--- src/hdl/bae_pkg.sv ---
package bae_pkg;

  // Widest prefix that the encoder emits; longer settings saturate here.
  localparam int PREFIX_MAX = 8;

  // Depth of the queue between the front and the back.
  localparam int Q_DEPTH = 2;
  localparam int Q_AW    = 1;

  // BCH generator terms of the bech32 checksum.
  localparam logic [29:0] GEN [5] = '{
    30'h3b6a57b2, 30'h26508e6d, 30'h1ea119fa, 30'h3d4233dd, 30'h2a1462b3
  };

  // Bech32 character set; character 0 sits in the top byte.
  localparam logic [255:0] CHARSET = "qpzry9x8gf2tvdw0s3jn54khce6mua7l";

  localparam logic [6:0] CHAR_SEP = 7'h31;  // '1'

  // APB register indexes (paddr[3]).
  localparam logic REG_PREFIX_CHARS  = 1'b0;
  localparam logic REG_PREFIX_LENGTH = 1'b1;

  typedef enum logic [2:0] {
    ST_IDLE,
    ST_PFX,
    ST_SEP,
    ST_VER,
    ST_DATA,
    ST_PAD,
    ST_FIN,
    ST_CHK
  } bae_state_t;

  typedef struct packed {
    logic [7:0] program_byte;
    logic       final_byte;
    logic       first_byte;
  } bae_entry_t;

  typedef struct packed {
    logic [63:0] prefix_chars;
    logic [3:0]  prefix_length;
  } bae_cfg_t;

  // One step of the BCH polymod: shift in a 5-bit group.
  function automatic logic [29:0] fold(logic [29:0] chk, logic [4:0] v);
    logic [4:0]  top;
    logic [29:0] r;
    top = chk[29:25];
    r   = {chk[24:0], v};
    for (int i = 0; i < 5; i++) begin
      if (top[i]) begin
        r = r ^ GEN[i];
      end
    end
    return r;
  endfunction

  function automatic logic [6:0] char_of(logic [4:0] g);
    logic [7:0] c;
    c = CHARSET[{~g, 3'b000} +: 8];
    return c[6:0];
  endfunction

endpackage

--- src/hdl/bae_ifs.sv ---
interface bae_in_if;
  logic       valid;
  logic       ready;
  logic [7:0] program_byte;
  logic       final_byte;

  modport source (output valid, output program_byte, output final_byte, input ready);
  modport sink (input valid, input program_byte, input final_byte, output ready);
endinterface

interface bae_out_if;
  logic       valid;
  logic       ready;
  logic [6:0] char_code;
  logic       end_of_run;
  logic       end_of_address;

  modport source (output valid, output char_code, output end_of_run,
                  output end_of_address, input ready);
  modport sink (input valid, input char_code, input end_of_run,
                input end_of_address, output ready);
endinterface

--- src/hdl/bae_queue.sv ---
module bae_queue (
  input  logic                clk,
  input  logic                rst_n,
  input  logic                push,
  input  bae_pkg::bae_entry_t push_entry,
  output logic                full,
  input  logic                pop,
  output logic                valid,
  output bae_pkg::bae_entry_t entry
);

  bae_pkg::bae_entry_t        mem_r [bae_pkg::Q_DEPTH];
  logic [bae_pkg::Q_AW-1:0]   wr_ptr_r, wr_ptr_nxt;
  logic [bae_pkg::Q_AW-1:0]   rd_ptr_r, rd_ptr_nxt;
  logic [bae_pkg::Q_AW:0]     cnt_r, cnt_nxt;

  assign full  = (cnt_r == (bae_pkg::Q_AW+1)'(bae_pkg::Q_DEPTH));
  assign valid = (cnt_r != '0);
  assign entry = mem_r[rd_ptr_r];

  always_comb begin
    wr_ptr_nxt = wr_ptr_r;
    rd_ptr_nxt = rd_ptr_r;
    cnt_nxt    = cnt_r;
    if (push) begin
      wr_ptr_nxt = (wr_ptr_r == bae_pkg::Q_AW'(bae_pkg::Q_DEPTH - 1)) ? '0 : wr_ptr_r + 1'b1;
    end
    if (pop) begin
      rd_ptr_nxt = (rd_ptr_r == bae_pkg::Q_AW'(bae_pkg::Q_DEPTH - 1)) ? '0 : rd_ptr_r + 1'b1;
    end
    if (push && !pop) begin
      cnt_nxt = cnt_r + 1'b1;
    end else if (pop && !push) begin
      cnt_nxt = cnt_r - 1'b1;
    end
  end

  always_ff @(posedge clk) begin
    if (!rst_n) begin
      wr_ptr_r <= '0;
      rd_ptr_r <= '0;
      cnt_r    <= '0;
    end else begin
      wr_ptr_r <= wr_ptr_nxt;
      rd_ptr_r <= rd_ptr_nxt;
      cnt_r    <= cnt_nxt;
    end
  end

  always_ff @(posedge clk) begin
    if (push) begin
      mem_r[wr_ptr_r] <= push_entry;
    end
  end

`ifndef SYNTH
  a_no_pop_empty: assert property (@(posedge clk) disable iff (!rst_n)
    pop |-> cnt_r != '0)
    else $error("queue popped while empty");
`endif

endmodule

--- src/hdl/bae_front.sv ---
module bae_front (
  input  logic                clk,
  input  logic                rst_n,
  bae_in_if.sink              in_ch,
  input  logic                q_full,
  output logic                push,
  output bae_pkg::bae_entry_t push_entry
);

  // Set while an address is open, so the next byte is not its first.
  logic in_addr_r, in_addr_nxt;

  assign in_ch.ready = !q_full;
  assign push        = in_ch.valid && !q_full;

  always_comb begin
    push_entry.program_byte = in_ch.program_byte;
    push_entry.final_byte   = in_ch.final_byte;
    push_entry.first_byte   = !in_addr_r;
    in_addr_nxt = in_addr_r;
    if (push) begin
      in_addr_nxt = !in_ch.final_byte;
    end
  end

  always_ff @(posedge clk) begin
    if (!rst_n) begin
      in_addr_r <= 1'b0;
    end else begin
      in_addr_r <= in_addr_nxt;
    end
  end

endmodule

--- src/hdl/bae_back.sv ---
module bae_back (
  input  logic                clk,
  input  logic                rst_n,
  input  bae_pkg::bae_cfg_t   cfg,
  input  logic                q_valid,
  input  bae_pkg::bae_entry_t q_entry,
  output logic                q_pop,
  bae_out_if.source           out_ch
);

  bae_pkg::bae_state_t st_r, st_nxt;
  logic        fin_r, fin_nxt;
  logic [11:0] acc_r, acc_nxt;
  logic [3:0]  rem_r, rem_nxt;
  logic [3:0]  lo_r, lo_nxt;
  logic [2:0]  cnt_r, cnt_nxt;
  logic [29:0] chk_r, chk_nxt;
  logic [2:0]  idx_r, idx_nxt;
  logic [3:0]  len_r, len_nxt;
  logic        out_vld_r, out_vld_nxt;
  logic [6:0]  out_char_r, out_char_nxt;
  logic        out_eor_r, out_eor_nxt;
  logic        out_eoa_r, out_eoa_nxt;

  logic        adv;
  logic        done;
  logic [3:0]  len_sat;
  logic [3:0]  nb;
  logic [4:0]  grp;
  logic [7:0]  pbyte;
  logic [29:0] chk_tmp;

  function automatic logic [7:0] pfx_byte(logic [63:0] chars, logic [2:0] k);
    return chars[{k, 3'b000} +: 8];
  endfunction

  // Symbol j of the expanded prefix: high bits, a zero, then low bits.
  function automatic logic [4:0] seed_sym(logic [63:0] chars, logic [3:0] len,
                                          logic [4:0] j);
    logic [7:0] b;
    logic [4:0] k;
    logic [4:0] s;
    b = '0;
    k = j - {1'b0, len} - 5'd1;
    if (j < {1'b0, len}) begin
      b = pfx_byte(chars, j[2:0]);
      s = {2'b00, b[7:5]};
    end else if (j == {1'b0, len}) begin
      s = '0;
    end else begin
      b = pfx_byte(chars, k[2:0]);
      s = b[4:0];
    end
    return s;
  endfunction

  assign adv     = !out_vld_r || out_ch.ready;
  assign len_sat = (cfg.prefix_length > 4'(bae_pkg::PREFIX_MAX)) ?
                   4'(bae_pkg::PREFIX_MAX) : cfg.prefix_length;

  always_comb begin
    st_nxt       = st_r;
    fin_nxt      = fin_r;
    acc_nxt      = acc_r;
    rem_nxt      = rem_r;
    lo_nxt       = lo_r;
    cnt_nxt      = cnt_r;
    chk_nxt      = chk_r;
    idx_nxt      = idx_r;
    len_nxt      = len_r;
    out_vld_nxt  = out_vld_r && !out_ch.ready;
    out_char_nxt = out_char_r;
    out_eor_nxt  = out_eor_r;
    out_eoa_nxt  = out_eoa_r;
    done         = 1'b0;
    q_pop        = 1'b0;
    nb           = rem_r - 4'd5;
    grp          = 5'(acc_r >> nb);
    pbyte        = pfx_byte(cfg.prefix_chars, idx_r);
    chk_tmp      = '0;

    unique case (st_r)
      bae_pkg::ST_IDLE: begin
        done = 1'b1;
      end
      bae_pkg::ST_PFX: begin
        if (adv) begin
          out_vld_nxt = 1'b1; out_char_nxt = pbyte[6:0];
          out_eor_nxt = 1'b0; out_eoa_nxt = 1'b0;
          chk_tmp = bae_pkg::fold(chk_r,
                      seed_sym(cfg.prefix_chars, len_r, {1'b0, idx_r, 1'b0}));
          chk_nxt = bae_pkg::fold(chk_tmp,
                      seed_sym(cfg.prefix_chars, len_r, {1'b0, idx_r, 1'b1}));
          idx_nxt = idx_r + 3'd1;
          if ({1'b0, idx_r} == len_r - 4'd1) begin
            st_nxt = bae_pkg::ST_SEP;
          end
        end
      end
      bae_pkg::ST_SEP: begin
        if (adv) begin
          out_vld_nxt = 1'b1; out_char_nxt = bae_pkg::CHAR_SEP;
          out_eor_nxt = 1'b0; out_eoa_nxt = 1'b0;
          chk_nxt = bae_pkg::fold(chk_r,
                      seed_sym(cfg.prefix_chars, len_r, {len_r, 1'b0}));
          st_nxt  = bae_pkg::ST_VER;
        end
      end
      bae_pkg::ST_VER: begin
        if (adv) begin
          out_vld_nxt = 1'b1; out_char_nxt = bae_pkg::char_of(5'd0);
          out_eor_nxt = 1'b0; out_eoa_nxt = 1'b0;
          chk_nxt = bae_pkg::fold(chk_r, 5'd0);
          st_nxt  = bae_pkg::ST_DATA;
        end
      end
      bae_pkg::ST_DATA: begin
        if (adv) begin
          out_vld_nxt = 1'b1; out_char_nxt = bae_pkg::char_of(grp);
          out_eor_nxt = 1'b0; out_eoa_nxt = 1'b0;
          chk_nxt = bae_pkg::fold(chk_r, grp);
          rem_nxt = nb;
          if (nb < 4'd5) begin
            lo_nxt  = acc_r[3:0] & ~(4'hF << nb);
            cnt_nxt = nb[2:0];
            if (fin_r) begin
              idx_nxt = '0;
              st_nxt  = (nb != 4'd0) ? bae_pkg::ST_PAD : bae_pkg::ST_FIN;
            end else begin
              out_eor_nxt = 1'b1;
              done        = 1'b1;
            end
          end
        end
      end
      bae_pkg::ST_PAD: begin
        if (adv) begin
          grp = 5'({1'b0, lo_r} << (3'd5 - cnt_r));
          out_vld_nxt = 1'b1; out_char_nxt = bae_pkg::char_of(grp);
          out_eor_nxt = 1'b0; out_eoa_nxt = 1'b0;
          chk_nxt = bae_pkg::fold(chk_r, grp);
          idx_nxt = '0;
          st_nxt  = bae_pkg::ST_FIN;
        end
      end
      bae_pkg::ST_FIN: begin
        chk_tmp = bae_pkg::fold(bae_pkg::fold(chk_r, 5'd0), 5'd0);
        chk_nxt = chk_tmp;
        idx_nxt = idx_r + 3'd1;
        if (idx_r == 3'd2) begin
          chk_nxt = chk_tmp ^ 30'd1;
          idx_nxt = '0;
          st_nxt  = bae_pkg::ST_CHK;
        end
      end
      bae_pkg::ST_CHK: begin
        if (adv) begin
          out_vld_nxt = 1'b1; out_char_nxt = bae_pkg::char_of(chk_r[29:25]);
          out_eor_nxt = 1'b0; out_eoa_nxt = 1'b0;
          chk_nxt = {chk_r[24:0], 5'd0};
          idx_nxt = idx_r + 3'd1;
          if (idx_r == 3'd5) begin
            out_eor_nxt = 1'b1;
            out_eoa_nxt = 1'b1;
            chk_nxt     = 30'd1;
            lo_nxt      = '0;
            cnt_nxt     = '0;
            done        = 1'b1;
          end
        end
      end
      default: begin
        st_nxt = bae_pkg::ST_IDLE;
      end
    endcase

    // Load the next queued byte in the same cycle the current one ends.
    if (done) begin
      if (q_valid) begin
        q_pop   = 1'b1;
        fin_nxt = q_entry.final_byte;
        if (q_entry.first_byte) begin
          lo_nxt  = '0;
          cnt_nxt = '0;
          chk_nxt = 30'd1;
          len_nxt = len_sat;
          idx_nxt = '0;
          st_nxt  = (len_sat == 4'd0) ? bae_pkg::ST_SEP : bae_pkg::ST_PFX;
        end else begin
          st_nxt  = bae_pkg::ST_DATA;
        end
        acc_nxt = {lo_nxt, q_entry.program_byte};
        rem_nxt = {1'b0, cnt_nxt} + 4'd8;
      end else begin
        st_nxt = bae_pkg::ST_IDLE;
      end
    end
  end

  always_ff @(posedge clk) begin
    if (!rst_n) begin
      st_r      <= bae_pkg::ST_IDLE;
      out_vld_r <= 1'b0;
      lo_r      <= '0;
      cnt_r     <= '0;
      chk_r     <= 30'd1;
      idx_r     <= '0;
    end else begin
      st_r      <= st_nxt;
      out_vld_r <= out_vld_nxt;
      lo_r      <= lo_nxt;
      cnt_r     <= cnt_nxt;
      chk_r     <= chk_nxt;
      idx_r     <= idx_nxt;
    end
  end

  always_ff @(posedge clk) begin
    fin_r      <= fin_nxt;
    acc_r      <= acc_nxt;
    rem_r      <= rem_nxt;
    len_r      <= len_nxt;
    out_char_r <= out_char_nxt;
    out_eor_r  <= out_eor_nxt;
    out_eoa_r  <= out_eoa_nxt;
  end

  assign out_ch.valid          = out_vld_r;
  assign out_ch.char_code      = out_char_r;
  assign out_ch.end_of_run     = out_eor_r;
  assign out_ch.end_of_address = out_eoa_r;

`ifndef SYNTH
  a_eoa_ends_run: assert property (@(posedge clk) disable iff (!rst_n)
    out_vld_r && out_eoa_r |-> out_eor_r)
    else $error("end of address without end of run");
  a_data_has_group: assert property (@(posedge clk) disable iff (!rst_n)
    st_r == bae_pkg::ST_DATA |-> rem_r >= 4'd5)
    else $error("regrouping entered with fewer than five bits");
  a_leftover_short: assert property (@(posedge clk) disable iff (!rst_n)
    cnt_r <= 3'd4)
    else $error("leftover count out of range");
`endif

endmodule

--- src/hdl/bech32_address_encoder.sv ---
// Bech32 (segwit version 0) address encoder.
// Witness-program bytes enter on in_ch, one per transfer, with final_byte set on
// the last byte of an address. Address characters leave on out_ch, one per
// transfer, as 7-bit ASCII. end_of_run marks the last character caused by a
// byte and end_of_address the sixth checksum character.
// The first byte of an address also produces the prefix (prefix_chars and
// prefix_length over APB, at byte addresses 0 and 8), then '1' and 'q'.
// The character unit issues one character per cycle while the receiver takes
// them and the queue holds bytes, except while it finishes the checksum: an
// ordinary byte gives one or two characters (one per 5-bit group), the first
// byte of an address adds the prefix characters, '1' and 'q', and the final
// byte adds an optional pad character, six zero BCH folds to finish the
// checksum (two folds per cycle) and six checksum characters.
// A two-entry queue separates input acceptance from character generation and
// an output register holds the pending character, so input transfers continue
// while the receiver stalls until the queue is full. Synchronous reset clears
// all control state, ends any open address and restores the register defaults
// ("bc", length 2); no clearing pass is needed.
module bech32_address_encoder (
  input  logic        clk,
  input  logic        rst_n,
  bae_in_if.sink      in_ch,
  bae_out_if.source   out_ch,
  input  logic        psel,
  input  logic        penable,
  input  logic        pwrite,
  input  logic [3:0]  paddr,
  input  logic [63:0] pwdata,
  output logic [63:0] prdata,
  output logic        pready
);

  // Configuration registers.
  logic [63:0] prefix_chars_r, prefix_chars_nxt;
  logic [3:0]  prefix_length_r, prefix_length_nxt;
  logic        cfg_wr;

  bae_pkg::bae_cfg_t   cfg;
  bae_pkg::bae_entry_t push_entry;
  bae_pkg::bae_entry_t q_entry;
  logic                push;
  logic                q_full;
  logic                q_valid;
  logic                q_pop;

  assign pready = 1'b1;
  assign cfg_wr = psel && penable && pwrite;

  // Registers are decoded on paddr[3] alone: 0 selects the prefix characters,
  // 8 selects the prefix length.
  always_comb begin
    prefix_chars_nxt  = prefix_chars_r;
    prefix_length_nxt = prefix_length_r;
    if (cfg_wr) begin
      if (paddr[3] == bae_pkg::REG_PREFIX_CHARS) begin
        prefix_chars_nxt = pwdata;
      end else begin
        prefix_length_nxt = pwdata[3:0];
      end
    end
  end

  always_ff @(posedge clk) begin
    if (!rst_n) begin
      prefix_chars_r  <= 64'h6362;
      prefix_length_r <= 4'd2;
    end else begin
      prefix_chars_r  <= prefix_chars_nxt;
      prefix_length_r <= prefix_length_nxt;
    end
  end

  assign prdata = (paddr[3] == bae_pkg::REG_PREFIX_LENGTH) ?
                  {60'd0, prefix_length_r} : prefix_chars_r;

  assign cfg.prefix_chars  = prefix_chars_r;
  assign cfg.prefix_length = prefix_length_r;

  // Front: accepts bytes and tags the first byte of each address.
  bae_front u_front (
    .clk        (clk),
    .rst_n      (rst_n),
    .in_ch      (in_ch),
    .q_full     (q_full),
    .push       (push),
    .push_entry (push_entry)
  );

  bae_queue u_queue (
    .clk        (clk),
    .rst_n      (rst_n),
    .push       (push),
    .push_entry (push_entry),
    .full       (q_full),
    .pop        (q_pop),
    .valid      (q_valid),
    .entry      (q_entry)
  );

  // Back: regroups bits, runs the checksum and issues the characters.
  bae_back u_back (
    .clk     (clk),
    .rst_n   (rst_n),
    .cfg     (cfg),
    .q_valid (q_valid),
    .q_entry (q_entry),
    .q_pop   (q_pop),
    .out_ch  (out_ch)
  );

endmodule
--- src/flat_wrapper.sv ---
// flat-port wrapper written by rule: the top's interface ports become plain ports
module bech32_address_encoder_flat 
  (clk, rst_n, psel, penable, pwrite, paddr, pwdata, prdata, pready, in_ch_valid, in_ch_program_byte, in_ch_final_byte, in_ch_ready, out_ch_valid, out_ch_char_code, out_ch_end_of_run, out_ch_end_of_address, out_ch_ready);
  bae_in_if in_ch_i ();
  bae_out_if out_ch_i ();
  input  logic clk;
  input  logic rst_n;
  input  logic psel;
  input  logic penable;
  input  logic pwrite;
  input  logic [3:0] paddr;
  input  logic [63:0] pwdata;
  output logic [63:0] prdata;
  output logic pready;
  input wire logic [$bits(in_ch_i.valid)-1:0] in_ch_valid;
  input wire logic [$bits(in_ch_i.program_byte)-1:0] in_ch_program_byte;
  input wire logic [$bits(in_ch_i.final_byte)-1:0] in_ch_final_byte;
  output wire logic [$bits(in_ch_i.ready)-1:0] in_ch_ready;
  output wire logic [$bits(out_ch_i.valid)-1:0] out_ch_valid;
  output wire logic [$bits(out_ch_i.char_code)-1:0] out_ch_char_code;
  output wire logic [$bits(out_ch_i.end_of_run)-1:0] out_ch_end_of_run;
  output wire logic [$bits(out_ch_i.end_of_address)-1:0] out_ch_end_of_address;
  input wire logic [$bits(out_ch_i.ready)-1:0] out_ch_ready;
  assign in_ch_i.valid = in_ch_valid;
  assign in_ch_i.program_byte = in_ch_program_byte;
  assign in_ch_i.final_byte = in_ch_final_byte;
  assign in_ch_ready = in_ch_i.ready;
  assign out_ch_valid = out_ch_i.valid;
  assign out_ch_char_code = out_ch_i.char_code;
  assign out_ch_end_of_run = out_ch_i.end_of_run;
  assign out_ch_end_of_address = out_ch_i.end_of_address;
  assign out_ch_i.ready = out_ch_ready;
  bech32_address_encoder u_core (.clk(clk), .rst_n(rst_n), .in_ch(in_ch_i), .out_ch(out_ch_i), .psel(psel), .penable(penable), .pwrite(pwrite), .paddr(paddr), .pwdata(pwdata), .prdata(prdata), .pready(pready));
endmodule
--- config.mk ---
export PLATFORM = sky130hd
export DESIGN_NAME = bech32_address_encoder_flat
export DESIGN_NICKNAME = d
export VERILOG_FILES = /design/src/hdl/bae_pkg.sv /design/src/hdl/bae_ifs.sv /design/src/hdl/bae_queue.sv /design/src/hdl/bae_front.sv /design/src/hdl/bae_back.sv /design/src/hdl/bech32_address_encoder.sv /design/src/flat_wrapper.sv
export SDC_FILE = /design/constraint.sdc
export NUM_CORES = 1
export LEC_CHECK = 0
export BUFFER_PORTS_ARGS = -buffer_cell sky130_fd_sc_hd__buf_2
export CELL_PAD_IN_SITES_DETAIL_PLACEMENT = 1
export CELL_PAD_IN_SITES_GLOBAL_PLACEMENT = 2
export CORE_MARGIN = 2
export CORE_UTILIZATION = 40
export DETAILED_ROUTE_END_ITERATION = 16
export GPL_ROUTABILITY_DRIVEN = 0
export PLACE_DENSITY = 0.85
export SETUP_SLACK_MARGIN = 0.05
export SKIP_LAST_GASP = 1
export SLEW_MARGIN = 20
export SYNTH_ARGS = -nofsm -noshare
export SYNTH_HDL_FRONTEND = slang
export SYNTH_HIERARCHICAL = 1
export SYNTH_SLANG_ARGS = --single-unit
--- constraint.sdc ---
create_clock -name clk -period 6.8 [get_ports clk]
set_clock_uncertainty 0.2 [all_clocks]
set_input_delay 1.36 -clock clk [delete_from_list [all_inputs] [get_ports clk]]
set_output_delay 1.36 -clock clk [all_outputs]
set_load 0.01 [all_outputs]
==> results of run 1 <==
## sequential cells by signal (all words and copies together) (netlist names), 4 cells and up, named ones only
name / count
u_core/prefix_chars_r: 64
u_core/prefix_length_r: 4
u_core/u_back/acc_r: 12
u_core/u_back/chk_r: 30
u_core/u_back/len_r: 4
u_core/u_back/lo_r: 4
u_core/u_back/out_ch.char_code: 7
u_core/u_back/rem_r: 4
u_core/u_queue/mem_r: 20
## layout make-up
class / instances / area share, %
multi-input cells: 1091 / 58.2
flip-flops and latches: 168 / 26.9
repair buffers: 177 / 6.63
well taps: 402 / 3.54
clock buffers: 18 / 3.02
clock inverters: 14 / 1.13
inverters: 24 / 0.633
## layer usage
metal  wire length [um]  GRT usage [%]
met3               2320           4.35
met1              18600           33.5
met2              20300           43.1
met5                 13              0
met4               1440           11.0
## through the flow
step                setup slack, ns  util (%)  cell area [um^2]
floorplan                      2.88         -             12700
global placement               2.12      43.3             13600
detailed placement             2.01      43.3             13600
CTS                            1.99      45.2             14200
global route                   1.55      45.2             14200
finish                         1.97      45.2             14200
## worst paths after layout
check	endpoint	slack, ns	cells past startpoint
max	u_core/u_queue/cnt_r[1]$_SDFFE_PN0P_	1.97	12
min reg2reg	u_core/u_queue/mem_r[1][0]$_DFFE_PP_	0.29	1
min	u_core/u_queue/mem_r[1][0]$_DFFE_PP_	0.29	1
max reg2reg	u_core/u_queue/cnt_r[1]$_SDFFE_PN0P_	1.97	12
## synth_stat cells (7+ instances only)
cell        n
a211oi_1   13
a21oi_1    64
a221oi_1   17
a22oi_1     9
a31oi_1    15
a32oi_1     7
and2_1      7
buf_1      11
buf_2      24
buf_4      12
buf_6       8
clkbuf_1   60
dfxtp_1   122
edfxtp_1   46
ha_1       18
inv_1      21
mux2_2     25
mux2i_1    97
mux4_2     57
nand2_1   196
nand2b_1   12
nand3_1    18
nand4_1     7
nor2_1    106
nor2b_1    85
nor3_1     15
o211ai_1   12
o21ai_0    64
o22ai_1    11
o31ai_1     8
xnor2_1    72
xor2_1     44
## worst max-delay path: stages, from the launching register on
cell      delay [ns]
dfxtp_1         0.73
inv_1           0.32
ha_1            0.35
o21a_1          0.20
o21ai_0         0.45
o41ai_1         0.16
a32oi_1         0.53
nand2b_1        0.46
inv_1           0.45
inv_1           0.15
ha_1            0.27
or3_1           0.35
a21boi_1        0.14
## power by group
part	total, mW	internal, mW	switching, mW
Sequential	1.45	1.24	0.209
Clock	1.00	0.523	0.477
Combinational	4.17	1.69	2.48
Total	6.62	3.46	3.16
## kinds of logic (layout without fill, tap and decap cells)
group,Yosys count,after routing
muxes,179,179
DFF,168,168
and+or+nand+nor,474,474
xor gates and xnor gates,133,133
buffers and inverters,139,233
other,1,1
adders and majority gates,21,21
AOI/OAI and AO/OA,283,283
==> summary.md, run 1 <==
| Metric | Value |
|---|---|
| Status | finished, final reports clean |
| Commonest non-fill, non-tap cell in the layout | nand2_1 |
| Leading area contributor after synthesis | dfxtp_1 |
| Crit. Startpoint | u_core/u_back/rem_r[0]$_DFF_P_ |
| Top post-synthesis cells by area | dfxtp_1 19%, edfxtp_1 11%, mux4_2 10%, mux2i_1 7.6%, nand2_1 5.8% |
| Area fraction in compound gates after synthesis | between 10% and 20% |
| Post-synth ARST share | 0% |
| Crit Path Max Fanout | 17 |
| Htree depth | 4 |
| P per Cell Area | about 470 nW/um^2 |
| Initial DRT Pass Iterations | 5 |
| Syn nets | about 1500 |
| GRT Overall Usage | 26.0% |
| Final net count | ~1600 |
| Most used DFF post-synth | dfxtp_1 |
| DP HPWL | 31400 um |
| EDFF count, synth | 46 |
| Largest net degree at the start of global routing | 73 |
| Area grow syn2layout | 11.7% |
| Final Setup Violations | 0 |
| Global-route wire length before repair | ~67000 um |
| Power after layout | 6.62 mW |
| Leak | approximately 5.4 nW |
| Port-buffer cells | about 160 |
| Crit. End Element | flip-flop |
| Core area | 31500 um^2 |
| Post-layout min period | roughly 4.8 ns |
| Die height | about 180 um |
| Hold crit path type | flip-flop to flip-flop |
| Die footprint | roughly 33000 um^2 |
| Multi-input gate area | 8270 um^2 |
| Yosys top cell area share | a little under a fifth |
| Max Freq | around 210 MHz |
| Drt wl/cell | 22.5 um |
| Post-synthesis register bit count | around 170 |
| Std-Cell Rows | 65 |
| Initial antenna violation count | 1 |
| Setup TNS | 0 ns |
| Chip width | 182 um |
| Cells after Synth | around 1400 |
| Vias | around 11000 |
| # IOs | 160 |
| Aggregate global routing overflow | 0 |
| DP Cell Count | around 1900 |
| Worst-skew pair later-pin latency | 0.45 ns |
| Post-CTS Setup Inserts | 0 |
| Hold Slack | 0.290 ns |
| Post-route ant nets | 0 |
| Post-Synth Adder-Cell Area | approximately 2.2% |
| CTS Buf Count | 17 |
| Slew Limit Fails | 0 |
| CTS sink count | between 150 and 200 |
| Combinational family with the most area after synthesis | multiplexers |
| Synth warn | 6 |
| Critical R2R Launch | u_core/u_back/rem_r[0]$_DFF_P_ |
| Max-slew headroom | ~30% |
| Avg Cell Area, Syn | approximately 9 um^2 |
| Root Buffer | clkbuf_16 |
| Starting DRC count in detailed routing | 730 |
| CTS resizes | 0 |
| Mapped cell area | about 13000 um^2 |
| CTS Hold Buffers Added | 0 |
| Starting Density | around 40% |
| Share of layout cells above drive strength 1 | 21.7% |
| CP arrival | around 5 ns |
| # DRC | 0 |
| WS Path Type | flip-flop to flip-flop |
| Clk pin slew, worst setup/hold paths | approximately 0.070 ns |
| CTS tree | yes |
| Vias in the first global route | approximately 12000 |
| Fin. Hold Viols | 0 |
| Post-synthesis sequential area ratio | a little under a third |
| RSZ-0062 raised after global routing | false |
| Mux cell area share after synthesis | ~20% |
| Worst Tran Pin Value | roughly 1.1 ns |
| Commonest cells after routing, fill and taps aside | 196 x nand2_1, 154 x buf_2, 122 x dfxtp_1, 104 x nor2_1, 97 x mux2i_1 |
| Register area | 3820 um^2 |
| Ant. Diodes | 0 |
| Max-capacitance violation count | 0 |
| Final cycle utilization of the critical path | a little over 70% |
| CTS Buffer Depth | 2 |
| HP Start | u_core/u_front/in_addr_r$_SDFFE_PN0P_ |
| Worst Setup Start Kind | flip-flop |
| Non-filler instance count after layout | approximately 1900 |
| Library cells used by synthesis | between 80 and 90 |
| Max VDD drop | ~0.23 mV |
| CP required | 6.98 ns |
| Post-Synth Simple-Gate Area | between 10% and 20% |
| Final WL | around 43000 um |
| Fill cells | approximately 3700 |
| Routed vias/inst | between 5 and 6 |
| Post-synthesis xor/xnor area fraction | 10.7% |
(Power assumes the default switching activity.)
==> inputs of run 2 (changes only) <==
Settings changed: ABC_AREA from default to 1, CORE_UTILIZATION 40 to 29, PLACE_DENSITY 0.85 to 0.76.
Clock period 6.8 ns to 4.1 ns, I/O delays scaled along.
==> run 2 against run 1 <==
  * Global-route usage is 2.8 points lower
  * Highest routed layer is now met4
  * Final area grew 8.4%
  * Clock power rose by 69%
  * Synthesized cell count rose by 56%
  * Sequential power grew 68%
==> summary.md, run 2 <==
| Metric | Value |
|---|---|
| Top reg by flops | u_core/prefix_chars_r |
| Port-buffer cells | around 160 |
| Leading area contributor after synthesis | dfxtp_1 |
| Hold crit path type | flip-flop to flip-flop |
| Vias | around 15000 |
| Avg Cell Area, Syn | a little over 6 um^2 |
| GRT Overall Usage | between 20% and 30% |
| Mapped cell area | 13600 um^2 |
| Leak | a little over 7 nW |
| Non-filler instance count after layout | just under 3000 |
| Cells after Synth | between 2000 and 2500 |
| Post-synthesis sequential area ratio | 28.1% |
| Slew Limit Fails | 0 |
| Top post-synthesis cells by area | dfxtp_1 18%, nand2_1 14%, edfxtp_1 10%, nor2_1 8.7%, nand3_1 8.3% |
| Critical R2R Launch | u_core/u_back/rem_r[0]$_DFF_P_ |
| Max-capacitance violation count | 0 |
| CTS Buffer Depth | 2 |
| DP Cell Count | 2874 |
| WS Path Type | flip-flop to flip-flop |
| Final cycle utilization of the critical path | roughly 83% |
| Starting DRC count in detailed routing | about 900 |
| Ant. Diodes | 0 |
| Die height | approximately 220 um |
| CTS sink count | 168 |
| Htree depth | 4 |
| Synth warn | 6 |
| Root Buffer | clkbuf_16 |
| Slowest CP cell | ha_1 |
| # DRC | 0 |
| Largest net degree at the start of global routing | slightly below 80 |
| CTS Buf Count | 17 |
| Core area | between 40000 and 50000 um^2 |
| Post-synthesis register bit count | 168 |
| Reg2reg setup slack | about 0.69 ns |
| Library cells used by synthesis | 60 |
| Worst r2r dst | u_core/u_back/out_ch.char_code[3]$_DFFE_PP_ |
| Initial DRT Pass Iterations | 5 |
| CTS tree | yes |
| Post-Synth Adder-Cell Area | slightly below 2% |
| CP dominant cell by count | inv_1 |
| Worst reg2reg path depth | 12 |
| Worst-skew pair later-pin latency | 0.50 ns |
| EDFF count, synth | 46 |
| Aggregate global routing overflow | 0 |
| Post-layout min period | 3.41 ns |
| Hold Path Depth | 1 |
| Die footprint | 48700 um^2 |
| Crit Path Max Fanout | 16 |
| Starting Density | around 29% |
| Synth cell count leaders | 520 x nand2_1, 316 x nor2_1, 279 x inv_1 |
| Worst Tran Pin Value | around 1.0 ns |
| CP arrival | 3.45 ns |
| Share of layout cells above drive strength 1 | between 10 and 15% |
| DP HPWL | approximately 42000 um |
| Drt wl/cell | ~19 um |
| Post-Synth Simple-Gate Area | a little over a third |
| Regs by FF count | u_core/prefix_chars_r: 64 flops, u_core/u_back/chk_r: 30 flops, u_core/u_queue/mem_r: 20 flops |
| Post-synth ARST share | 0% |
| Area grow syn2layout | 13.3% |
| Placed Area | ~15000 um^2 |
| CTS resizes | 0 |
| Chip width | 221 um |
| Post-synthesis xor/xnor area fraction | approximately 4.4% |
| CP required | slightly above 4 ns |
| Setup TNS | 0 ns |
| CTS Hold Buffers Added | 0 |
| CP cell instances | inv_1, ha_1, inv_1, nand3_1, nand2_1, nand2_1, nand3_1, inv_1, o21bai_2, inv_1, o211ai_1, nand2_1 |
| Post-route ant nets | 0 |
| Fill cells | around 6000 |
| Yosys top cell area share | between 15 and 20% |
| Worst Setup Start Kind | flip-flop |
| Combinational family with the most area after synthesis | simple AND/OR/NAND/NOR gates |
| Max-slew headroom | between 30% and 40% |
| Max VDD drop | around 0.25 mV |
| # IOs | 160 |
| Initial antenna violation count | 0 |
| Fin. Hold Viols | 0 |
| Max Freq | 294 MHz |
| Final Setup Violations | 0 |
| Post-CTS Setup Inserts | 0 |
| Crit. End Element | flip-flop |
| Most used DFF post-synth | dfxtp_1 |
| Commonest cells after routing, fill and taps aside | 520 x nand2_1, 316 x nor2_1, 279 x inv_1, 226 x nand3_1, 162 x o21ai_0 |
| P per Cell Area | approximately 780 nW/um^2 |
| Routed vias/inst | around 5 |
| Most frequent cell after synthesis | nand2_1 |
| Syn nets | between 2000 and 2500 |
| Final WL | 55100 um |
| RSZ-0062 raised after global routing | false |
| Global-route wire length before repair | around 85000 um |
| Max reg flops | between 60 and 70 |
| Std-Cell Rows | a little under 80 |
| Mux cell area share after synthesis | about 1.1% |
| HP Start | u_core/u_front/in_addr_r$_SDFFE_PN0P_ |
| Final net count | 2390 |
| WHS Endpoint | u_core/u_queue/mem_r[0][0]$_DFFE_PP_ |
| CP max stage delay | between 0.4 and 0.5 ns |
| Vias in the first global route | approximately 15000 |
| Commonest non-fill, non-tap cell in the layout | nand2_1 |
| Status | finished, final reports clean |
| Area fraction in compound gates after synthesis | between 10% and 20% |
| Design Area, Final | 15400 um^2 |
| Clk pin slew, worst setup/hold paths | ~0.080 ns |
## run 2: cell types whose count changed after synthesis, moves of 85 or more
cell and delta:
o21ai_0 +98, nor2_1 +210, mux2i_1 -97, inv_1 +258, nor2b_1 -85, nand2_1 +324, nand3_1 +208
## run 2: cells by family after synthesis
logic type	after synthesis
buffers and inverters	407
and+or+nand+nor	1149
muxes	10
DFF	168
other	1
adders and majority gates	20
xor gates and xnor gates	64
AOI/OAI and AO/OA	363
## run 2: how the worst max path moves through the flow
stage                                     startpoint                                     endpoint  slack, ns
floorplan           u_core/u_back/len_r[0]$_DFFE_PP_            u_core/u_back/chk_r[3]$_SDFF_PN0_       1.05
global placement      u_core/u_back/rem_r[0]$_DFF_P_  u_core/u_back/out_ch.char_code[3]$_DFFE_PP_       0.75
detailed placement    u_core/u_back/rem_r[0]$_DFF_P_  u_core/u_back/out_ch.char_code[3]$_DFFE_PP_       0.65
CTS                   u_core/u_back/rem_r[0]$_DFF_P_  u_core/u_back/out_ch.char_code[3]$_DFFE_PP_       0.64
global route          u_core/u_back/rem_r[0]$_DFF_P_  u_core/u_back/out_ch.char_code[3]$_DFFE_PP_       0.38
finish                u_core/u_back/rem_r[0]$_DFF_P_  u_core/u_back/out_ch.char_code[3]$_DFFE_PP_       0.69
## run 2: layer usage
layer / share of wire (%) / GRT usage [%] / vias to the layer above
met1: 44 / 29.1 / 6924
li1: - / - / 7215
met5: 0 / 0 / -
met4: 3.3 / 8.51 / 0
met2: 48 / 39.8 / 294
met3: 3.9 / 3.96 / 78
## run 2: final cells by class
class	instances	area (um^2)	area share (%)
sequential	168	3820	24.8
clock inverter	15	170	1.10
inverter	297	1130	7.30
timing repair buffer	195	1090	7.06
tap	607	759	4.93
multi-input combinational	1607	8020	52.0
clock buffer	17	425	2.76
## run 2: worst max-delay path: cells and delay by family, from the launching register on
kind | cells | cell delay, ns
fa+ha+maj | 1 | 0.49
simple gates | 5 | 0.57
compound gates | 2 | 0.56
buf+inv | 4 | 1.00
flops | 1 | 0.31
## run 2: power by group
part           switching (mW)  internal (mW)
Sequential              0.332           2.10
Clock                   0.868          0.820
Combinational            5.44           2.45
Total                    6.64           5.37
## run 2: per-stage QoR
step | util [%] | power (mW) | hold slack, ns | worst slack (ns)
floorplan | - | 7.88 | 0.243 | 1.05
global placement | 31.9 | 10.1 | 0.263 | 0.752
detailed placement | 31.9 | 10.3 | 0.270 | 0.654
CTS | 33.2 | 12.0 | 0.269 | 0.636
global route | 33.2 | 13.1 | 0.278 | 0.376
finish | 33.2 | 12.0 | 0.284 | 0.693
==> inputs of run 3 (changes only) <==
Clock period 4.1 ns to 2.7 ns, I/O delays scaled along.
==> run 3 against run 2 <==
  * Sequential share of layout area fell by 2.5 points
  * Via count increased by 5.4%
  * Worst hold slack got worse by 0.23 ns
  * Worst setup slack worse by 0.62 ns
  * Power grew 77%
  * Combinational power rose by 90%
  * Count of clock-buffer cells in the layout unchanged
  * Critical path depth is 4 higher
  * Maximum frequency rose by 30%
  * Cell count rose by 5.8%
  * Clock power grew 53%
==> summary.md, run 3 (synthesis gave the netlist of run 2 again) <==
| Metric | Value |
|---|---|
| Status | finished, final reports clean |
| Global-route wire length before repair | 89500 um |
| Hold crit path type | input pin to flip-flop |
| # IOs | 160 |
| Initial DRT Pass Iterations | 5 |
| Root Buffer | clkbuf_16 |
| Die height | approximately 220 um |
| Post-route ant nets | 0 |
| Starting DRC count in detailed routing | roughly 760 |
| Crit. Startpoint | u_core/u_back/len_r[1]$_DFFE_PP_ |
| Final net count | 2558 |
| GRT Overall Usage | between 20 and 25% |
| Placed Area | 16100 um^2 |
| Drt wl/cell | 18.7 um |
| WS Path Type | flip-flop to flip-flop |
| CP cell instances | inv_2, ha_2, inv_1, fa_1, buf_4, nand2_1, o21ai_1, buf_4, nand2_2, nand2_1, nand2_1, nand3_1, a21oi_2, nand3_1, nor2_1, nor2_1 |
| Share of layout cells above drive strength 1 | a little under a quarter |
| GR Util met1 | between 20% and 30% |
| CTS Buf Count | 17 |
| Chip width | roughly 220 um |
| Vias in the first global route | 15793 |
| Die footprint | 48700 um^2 |
| Routed vias/inst | just under 5 |
| Max Freq | approximately 380 MHz |
| RSZ-0062 raised after global routing | true |
| Worst Setup Start Kind | flip-flop |
| Commonest non-fill, non-tap cell in the layout | nand2_1 |
| Area grow syn2layout | 26.4% |
| HP Start | pwdata[9] |
| Core area | between 40000 and 50000 um^2 |
| CTS sink count | 168 |
| Final cycle utilization of the critical path | between 90% and 100% |
| Post-layout min period | ~2.6 ns |
| Std-Cell Rows | 79 |
| Largest net degree at the start of global routing | 70 |
| Commonest cells after routing, fill and taps aside | 502 x nand2_1, 312 x nor2_1, 270 x inv_1, 217 x nand3_1, 179 x buf_4 |
| Port-buffer cells | ~160 |
| Power after layout | ~21 mW |
| # DRC | 0 |
| Top reg by flops | u_core/prefix_chars_r |
| M2 GR Usage | a little over two fifths |
| P per Cell Area | between 1000 and 1500 nW/um^2 |
| Leak | slightly above 8 nW |
| CTS tree | yes |
| Aggregate global routing overflow | 0 |
| Design Area, Final | between 15000 and 20000 um^2 |
| Worst-skew pair later-pin latency | about 0.52 ns |
| Initial antenna violation count | 0 |
| Max VDD drop | approximately 0.53 mV |
| CP max stage delay | 0.48 ns |
| Max-slew headroom | approximately 64% |
| GRT busiest layer | met2 |
| Max reg flops | 64 |
| Worst Tran Pin Value | between 0.5 and 0.6 ns |
| Final WL | approximately 57000 um |
| Vias | roughly 15000 |
| Regs by FF count | u_core/prefix_chars_r: 64 flops, u_core/u_back/chk_r: 30 flops, u_core/u_queue/mem_r: 20 flops |
| Clk pin slew, worst setup/hold paths | about 0.08 ns |
| Crit Path Max Fanout | 5 |
| Final Setup Violations | 0 |
| Max-capacitance violation count | 0 |
| Crit. End Element | flip-flop |
| CTS Buffer Depth | 2 |
| Htree depth | 4 |
| CP dominant cell by count | nand2_1 |
| DP HPWL | ~45000 um |
| Post-layout util | 37.0% |
| Fin. Hold Viols | 0 |
| CP arrival | roughly 2.8 ns |
| GR Util met3 | 3.57% |
| Slowest CP cell | fa_1 |
| CP required | 2.91 ns |
| Starting Density | slightly below 30% |
| Critical R2R Launch | u_core/u_back/len_r[1]$_DFFE_PP_ |
| Slew Limit Fails | 0 |
## run 3: changes by cell type in the layout (fill, tap and decap cells not counted), moves of 10 or more
| cell | delta |
|---|---|
| buf_12 | +11 |
| o21ai_1 | +10 |
| o21ai_0 | -16 |
| nand2_2 | +12 |
| buf_4 | +140 |
| nand2_1 | -18 |
## run 3: final timing paths
path | slack, ns | to | depth (start not counted)
setup / recovery | 0.07 | u_core/u_back/chk_r[1]$_SDFF_PN0_ | 16
hold reg to reg | 0.30 | u_core/u_queue/mem_r[1][0]$_DFFE_PP_ | 1
setup reg to reg | 0.07 | u_core/u_back/chk_r[1]$_SDFF_PN0_ | 16
hold / removal | 0.05 | u_core/prefix_chars_r[9]$_SDFFE_PN1P_ | 3
## run 3: metrics by stage
step                worst slack, ns  TNS (ns)  cells  hold WS (ns)
global route                -0.0641    -0.162   3074        0.0390
CTS                        -0.00733  -0.00733   3062        0.0121
finish                       0.0722         0   3075        0.0504
detailed placement          -0.0397   -0.0919   3022         0.285
global placement            -0.0110   -0.0110   3022         0.271
floorplan                    0.0619         0   2182         0.243
## run 3: power by group
part	internal [mW]	switching, mW
registers	3.19	0.438
logic	5.80	9.20
clock network	1.25	1.33
## run 3: what timing repair did
item / 4_1_cts / 5_1_grt
hold buffers: 8 / 0
pin swaps: 0 / 23
gates resized for setup: 9 / 99
cloned: 0 / 1
endpoints found under the setup margin: 15 / 37
buffers inserted: 0 / 11
hold endpoints to repair: 16 / 0
## run 3: area by class of cell
cell class	instances	area [um^2]
clock inverter	15	171
inverter	297	1150
tap	607	759
fill	6110	29300
clock buffer	17	425
antenna	1	2.50
multi-input combinational	1607	8310
timing repair buffer	363	2540
sequential	168	3830
## run 3: per-layer routing
| layer | part of all wire [%] | wire length, um | up-vias |
|---|---|---|---|
| li1 | - | - | 7553 |
| met1 | 43 | 24900 | 7327 |
| met2 | 49 | 28300 | 318 |
| met3 | 3.4 | 1980 | 97 |
| met4 | 4.0 | 2270 | 0 |
| met5 | 0 | 0 | - |
## run 3: critical path, delay by kind of cell (launching register included)
kind / cells / cell delay, ns
buffers and inverters: 4 / 0.47
adders and majority gates: 2 / 0.65
AOI/OAI and AO/OA: 2 / 0.21
and+or+nand+nor: 8 / 0.58
DFF: 1 / 0.40
